==> src/rtl/core/htbd_pkg.sv <==
// Shared types and constants of the table-driven bit-serial Huffman decoder.
// Used by the front, the command queue, the back end and the top level.
package htbd_pkg;

	localparam int FUNC_W = 2;
	localparam int SYM_W  = 10;
	localparam int LEN_W  = 4;
	localparam int CODE_W = 15;
	localparam int ACC_W  = 17;
	localparam int NB_W   = 5;

	localparam int S_TDATA_W = 32;
	localparam int M_TDATA_W = 16;

	// func codes on the input channel
	localparam logic [FUNC_W-1:0] FUNC_CLEAR = 2'd0;
	localparam logic [FUNC_W-1:0] FUNC_LOAD  = 2'd1;
	localparam logic [FUNC_W-1:0] FUNC_BIT   = 2'd2;

	// largest bit count the code accumulator holds, and the bit count that forces an error
	localparam logic [NB_W-1:0] LAST_LENGTH = 5'd16;
	localparam logic [NB_W-1:0] MAX_BITS    = 5'd17;

	// command queue between front and back
	localparam int QDEPTH = 4;
	localparam int QAW    = 2;

	typedef enum logic [1:0] {
		OP_CLEAR,
		OP_LOAD,
		OP_BIT
	} op_t;

	typedef struct packed {
		op_t               op;
		logic [SYM_W-1:0]  symbol;
		logic [LEN_W-1:0]  length;
		logic [CODE_W-1:0] code;
		logic              code_bit;
	} cmd_t;

	typedef struct packed {
		logic            scanning;
		logic [NB_W-1:0] bits_taken;
	} back_stat_t;

endpackage

==> src/rtl/core/htbd_queue.sv <==
// Short command queue that decouples the decoder front from the table search.
// Depends on htbd_pkg for the command type and depth.
module htbd_queue (
	input  logic           clk,
	input  logic           arst_n,
	input  logic           in_valid,
	output logic           in_ready,
	input  htbd_pkg::cmd_t in_cmd,
	output logic           out_valid,
	input  logic           out_ready,
	output htbd_pkg::cmd_t out_cmd
);
	import htbd_pkg::*;

	cmd_t             slot_q [QDEPTH];
	logic [QAW-1:0]   wr_ptr_q;
	logic [QAW-1:0]   rd_ptr_q;
	logic [QAW:0]     fill_q;
	logic             push;
	logic             pop;

	assign in_ready  = (fill_q != (QAW+1)'(QDEPTH));
	assign out_valid = (fill_q != '0);
	assign out_cmd   = slot_q[rd_ptr_q];
	assign push      = in_valid && in_ready;
	assign pop       = out_valid && out_ready;

	always_ff @(posedge clk) begin
		if (push) begin
			slot_q[wr_ptr_q] <= in_cmd;
		end
	end

	always_ff @(posedge clk or negedge arst_n) begin
		if (!arst_n) begin
			wr_ptr_q <= '0;
			rd_ptr_q <= '0;
			fill_q   <= '0;
		end else begin
			if (push) begin
				wr_ptr_q <= wr_ptr_q + 1'b1;
			end
			if (pop) begin
				rd_ptr_q <= rd_ptr_q + 1'b1;
			end
			if (push && !pop) begin
				fill_q <= fill_q + 1'b1;
			end else if (pop && !push) begin
				fill_q <= fill_q - 1'b1;
			end
		end
	end

endmodule

==> config.mk <==
export PLATFORM = sky130hd
export DESIGN_NAME = htbd_queue
export DESIGN_NICKNAME = d
export VERILOG_FILES = /design/src/rtl/core/htbd_pkg.sv /design/src/rtl/core/htbd_queue.sv
export SDC_FILE = /design/constraint.sdc
export NUM_CORES = 1
export LEC_CHECK = 0
export BUFFER_PORTS_ARGS = -buffer_cell sky130_fd_sc_hd__buf_2
export CORE_ASPECT_RATIO = 1.1
export CORE_UTILIZATION = 40
export CTS_BUF_LIST = sky130_fd_sc_hd__clkbuf_2
export CTS_CLUSTER_SIZE = 10
export DETAILED_ROUTE_END_ITERATION = 8
export SLEW_MARGIN = 15
export SYNTH_ARGS = -nofsm -noshare
export SYNTH_HDL_FRONTEND = slang
export SYNTH_SLANG_ARGS = --single-unit
==> constraint.sdc <==
create_clock -name clk -period 6 [get_ports clk]
set_input_delay 0.9 -clock clk [delete_from_list [all_inputs] [get_ports clk]]
set_output_delay 0.9 -clock clk [all_outputs]
set_load 0.02 [all_outputs]
== Yosys cells after proc, flatten, opt, wreduce, memory -nomap -nowiden ==
Memories as Yosys holds them, arrays and structs flattened.
Cells that the tools add are included.

* $add $sub $neg: 4
* Equality and inequality tests: 1
* Mux-type cells: 4
* Reduce and logical (&&, ||, !) cells: 8

{| class="wikitable"
|+ Operators by type and width
! operator !! number
|-
| $mux W3 || 2
|-
| $add A2 B1 Y2 const B || 2
|-
| $logic_and A1 B1 Y1 || 4
|-
| $add A3 B1 Y3 const B || 1
|-
| $ne A3 B3 Y1 const B || 1
|-
| $reduce_bool A3 Y1 || 1
|-
| $sub A3 B1 Y3 const B || 1
|-
| $logic_not A1 Y1 || 2
|-
| $mux W1 || 2
|-
| $reduce_bool A2 Y1 || 1
|}

* Register bits: 7
* RAM bits: 128
* Input bits: 36
* Output and inout port bits: 34
* Word-level logic and storage cells: 21
* Memories: 1

{| class="wikitable"
|+ Memory list
! memory !! words !! width !! read ports !! clocked after Yosys merged registers in !! wr ports !! RTL line !! text
|-
| slot_q || 4 || 32 || 1 || 0 || 1 || htbd_queue.sv:15 || <nowiki>cmd_t slot_q [QDEPTH];</nowiki>
|}

== Depth between registers and ports, before layout ==
* Depth after elaboration: 6
* Depth in mapped cells: 8
* Mapped depth without buffers: 8

== Worst setup path after synthesis ==
Ideal clock, no wire load.

* Path kind: input to register
* From: in in_valid
* To: mem slot_q[0][0] (netlist name), enable pin
* Library setup time: 0.392 ns
* Arrival: 1.993 ns
* Required time: 5.608 ns
* Slack: 3.615 ns
* Cell stages on the path: 2
* Path buffers: 0
* Path through: a21boi_2 -> and2_1

* Longest elaborated chain between the ends: 3

{| class="wikitable"
|+ Ends and longest elaborated chain
! element !! RTL line !! text
|-
| start: declaration || htbd_queue.sv:6 || <nowiki>input logic in_valid,</nowiki>
|-
| $logic_and A1 B1 Y1 || htbd_queue.sv:25 || <nowiki>assign push = in_valid && in_ready;</nowiki>
|-
| $mux W1 || htbd_queue.sv:29 || <nowiki>if (push) begin</nowiki>
|-
| $mux W1 (not written as such) || htbd_queue.sv:30 || <nowiki>slot_q[wr_ptr_q] <= in_cmd;</nowiki>
|-
| end: declaration || htbd_queue.sv:15 ||
|}

No other way between the ends.

==> run_results.csv <==
group,metric,value,unit
run_status,status,"completed",
global_route,grt_usage,14.2,%
synth,ys_warn_count,0,
clock_network,htreeDepth,4,
routing,drcViolationCount,0,
routing,drt-pass1-iter-count,4,
pwr,leakagePower,2.01,nW
synth,async_flop_share,5.19,%
timing,hold_slack,0.429,ns
pwr,power.density,481,mW/mm^2
final_layout,diodes,0,
floorplan,rows,42,
pwr,pwr-share-clk,19.0,%
global_route,grt_pass1_vias,2394,
synth,netlist.top_cell.by_area,"edfxtp_1",
floorplan,die_h,120,microns
clock_network,cts_made_buffers,17,
final_layout,regArea,0.00402,sq mm
final_layout,multi_input_comb_area,961,sq um
place,io_buffer_count,69,
setup_path,cp.required,5.10,ns
setup_path,path_class,"reg2out",
clock_network,clock-sinks,135,
routing,avgRoutedWirePerCell,18.5,microns
place,dp_hpwl,4810,microns
worst_hold_path,hp-class,"in2reg",
floorplan,start_util,41.6,%
worst_hold_path,worstHoldStart,"in_cmd[14]",
pwr,seqPwrFrac,49.3,%
routing,ant_nets,0,
routing,vias_per_cell,5.03,
pwr,pwr-share-comb,31.6,%
synth,ys.flop_type,"edfxtp_1",
place,globalplace.congestion,0.658,
final_layout,syn_to_final_growth,14.0,%
pwr,ir_worst_vdd,0.247,mV
synth,yosysMostFrequentCell,"edfxtp_1",
flow_run,maxCapViolations,0,
clock_network,clock_latency,0.67,ns
clock_network,cts-root-buf,"clkbuf_2",
pwr,intPower,1.83,mW
routing,finalWirelength,8370,microns
routing,drtIter0Drc,67,
synth,synth_seq_cells,135,
synth,ys_types,20,
final_layout,fillers,1063,
place,dp_slack,3.12,ns
routing,m1WireLength,3570,microns
timing,worst_pin_slew,0.925,ns
floorplan,dieWidth,109,microns
routing,top_layer,"met4",
clock_network,clkTransAtPathRegs,0.21,ns
timing,slew_viol_final,0,
final_layout,finalCoreUtilization,47.5,%
clock_network,clockBufferDepth,2,
synth,synth_cells,203,
setup_path,rr_startpoint,"fill_q[1]$_DFFE_PN0P_",
setup_path,r2r-end,"fill_q[2]$_DFFE_PN0P_",
synth,synth_largest_type_area_fraction,75.7,%
synth,syn-num-nets,245,
synth,netlist_area,0.00508,sq mm
floorplan,dieArea,0.0131,sq mm
setup_path,end_kind,"output pin",
setup_path,cp.arrival,2.66,ns
final_layout,fin_area,0.00579,sq mm
final_layout,final_layout_size_suffix_gt1_share,46.6,%
setup_path,startpoint_type,"flop",
global_route,grt_max_degree,34,
synth,ys_seq_area_share,79.2,%
setup_path,rrSetupSlack,3.83,ns
synth,syn_avg_cell_area,25.0,sq um
timing,worst_slack,2.44,ns
floorplan,num_io_pins,70,
setup_path,r2r_cells,8,
routing,vias,2273,
pwr,swShare,34.3,%
timing,min_period,3.56,ns
timing,relSlewSlack,38.3,%
synth,synth_edf_count,128,
routing,wl_met2,4280,microns
timing,fmax,0.281,GHz
setup_path,cp-startpoint,"rd_ptr_q[0]$_DFFE_PN0P_",
setup_path,path_max_fanout,21,
global_route,grt_antenna_before_repair,0,
timing,setup_viol,0,
place,dpl_cell_area,0.00554,sq mm
timing,finalCritPeriodShare,59.3,%
synth,yosys-top-cells-area,"edfxtp_1, mux4_2, dfrtp_1",
synth,ys_top_cells_by_count,"edfxtp_1, mux4_2, dfrtp_1",
global_route,grt_pass1_wl,13000,microns
clock_network,cts_tree,"yes",
routing,met3WireLength,385,microns
timing,rsz0062_at_grt,"no",
setup_path,cp-endpoint,"out_cmd[28]",
pwr,p_sw,0.955,mW
global_route,grt-ovfl-total,0,
timing,setup_tns,0,ns
final_layout,nets,327,
floorplan,design.core.area,0.0122,sq mm
timing,finalHoldViolations,0,
timing,final.setup_skew,0.0381,ns
[area by class of cell]
class                           count  area share, %
Timing Repair Buffer               71           6.27
Tap cell                          154           3.33
Multi-Input combinational cell     57           16.6
Inverter                            3          0.195
Sequential cell                   135           69.5
Clock buffer                       18           1.56
Clock inverter                     14           2.59
[how the worst min path moves through the flow]
| stage | endpoint | slack [ns] | cells after the start |
|---|---|---|---|
| CTS | slot_q[2][18]$_DFFE_PP_ | 0.34 | 1 |
| global route | slot_q[0][6]$_DFFE_PP_ | 0.34 | 1 |
| finish | slot_q[0][14]$_DFFE_PP_ | 0.43 | 1 |
| global placement | fill_q[2]$_DFFE_PN0P_ | 0.52 | 1 |
| floorplan | fill_q[2]$_DFFE_PN0P_ | 0.49 | 1 |
| detailed placement | fill_q[2]$_DFFE_PN0P_ | 0.52 | 1 |
[kinds of logic (layout without fill, tap and decap cells)]
group / count (synthesis) / after routing / synth area share, %
flip-flops: 135 / 135 / 79.2
buffers and inverters: 11 / 106 / 2.00
AO/OA/AOI/OAI: 1 / 1 / 0.222
adder cells (fa/ha/maj): 6 / 6 / 1.63
XOR/XNOR: 6 / 6 / 1.04
AND/OR/NAND/NOR: 10 / 10 / 1.01
multiplexers: 34 / 34 / 14.9
[worst max-delay path, cell delays in order, from the launching register on]
cell and delay (ns):
dfrtp_2 0.70, buf_4 0.48, mux4_1 0.62, buf_2 0.18
[power by group through the flow]
stage | Combinational [mW] | Sequential (mW) | Clock [mW]
CTS | 0.910 | 1.38 | 0.550
finish | 0.881 | 1.38 | 0.530
detailed placement | 0.907 | 1.41 | 0
floorplan | 0.747 | 1.31 | 0
global placement | 0.900 | 1.40 | 0
global route | 0.962 | 1.40 | 0.582
[registers in the layout (all words and copies together) (netlist names)]
register	count
wr_ptr_q	2
fill_q	3
slot_q	128
rd_ptr_q	2
[metrics by stage]
step                      cells  power [mW]
after floorplan             203        2.06
after global placement      419        2.30
after detailed placement    419        2.31
after CTS                   452        2.84
after global routing        452        2.95
final                       452        2.79
[per-layer routing]
| metal | vias up | global-route usage [%] |
|---|---|---|
| met2 | 58 | 23.1 |
| li1 | 1017 | - |
| met3 | 12 | 4.35 |
| met4 | 0 | 7.25 |
| met5 | - | 0 |
| met1 | 1186 | 16.9 |
[what timing repair did]
action | in CTS | in global routing
hold buffers | 1 | 0
endpoints found under the hold margin | 7 | 0
buffers inserted | 0 | 0
resized for setup | 0 | 0
[cell usage in the layout (no fill, tap or decap), types with 2 or more instances in the layout]
cell type	n
edfxtp_1	128
buf_2	69
mux4_2	28
clkbuf_2	18
ha_1	5
dfrtp_1	5
and2_2	4
mux4_1	4
xnor2_1	4
clkinv_4	4
inv_1	3
clkinvlp_4	3
clkinv_2	3
nor2_1	2
nand2_1	2
mux2_2	2
xor2_1	2
bufinv_16	2
inv_6	2
dfrtp_2	2
No activity file was read; power rests on OpenSTA's default activity.
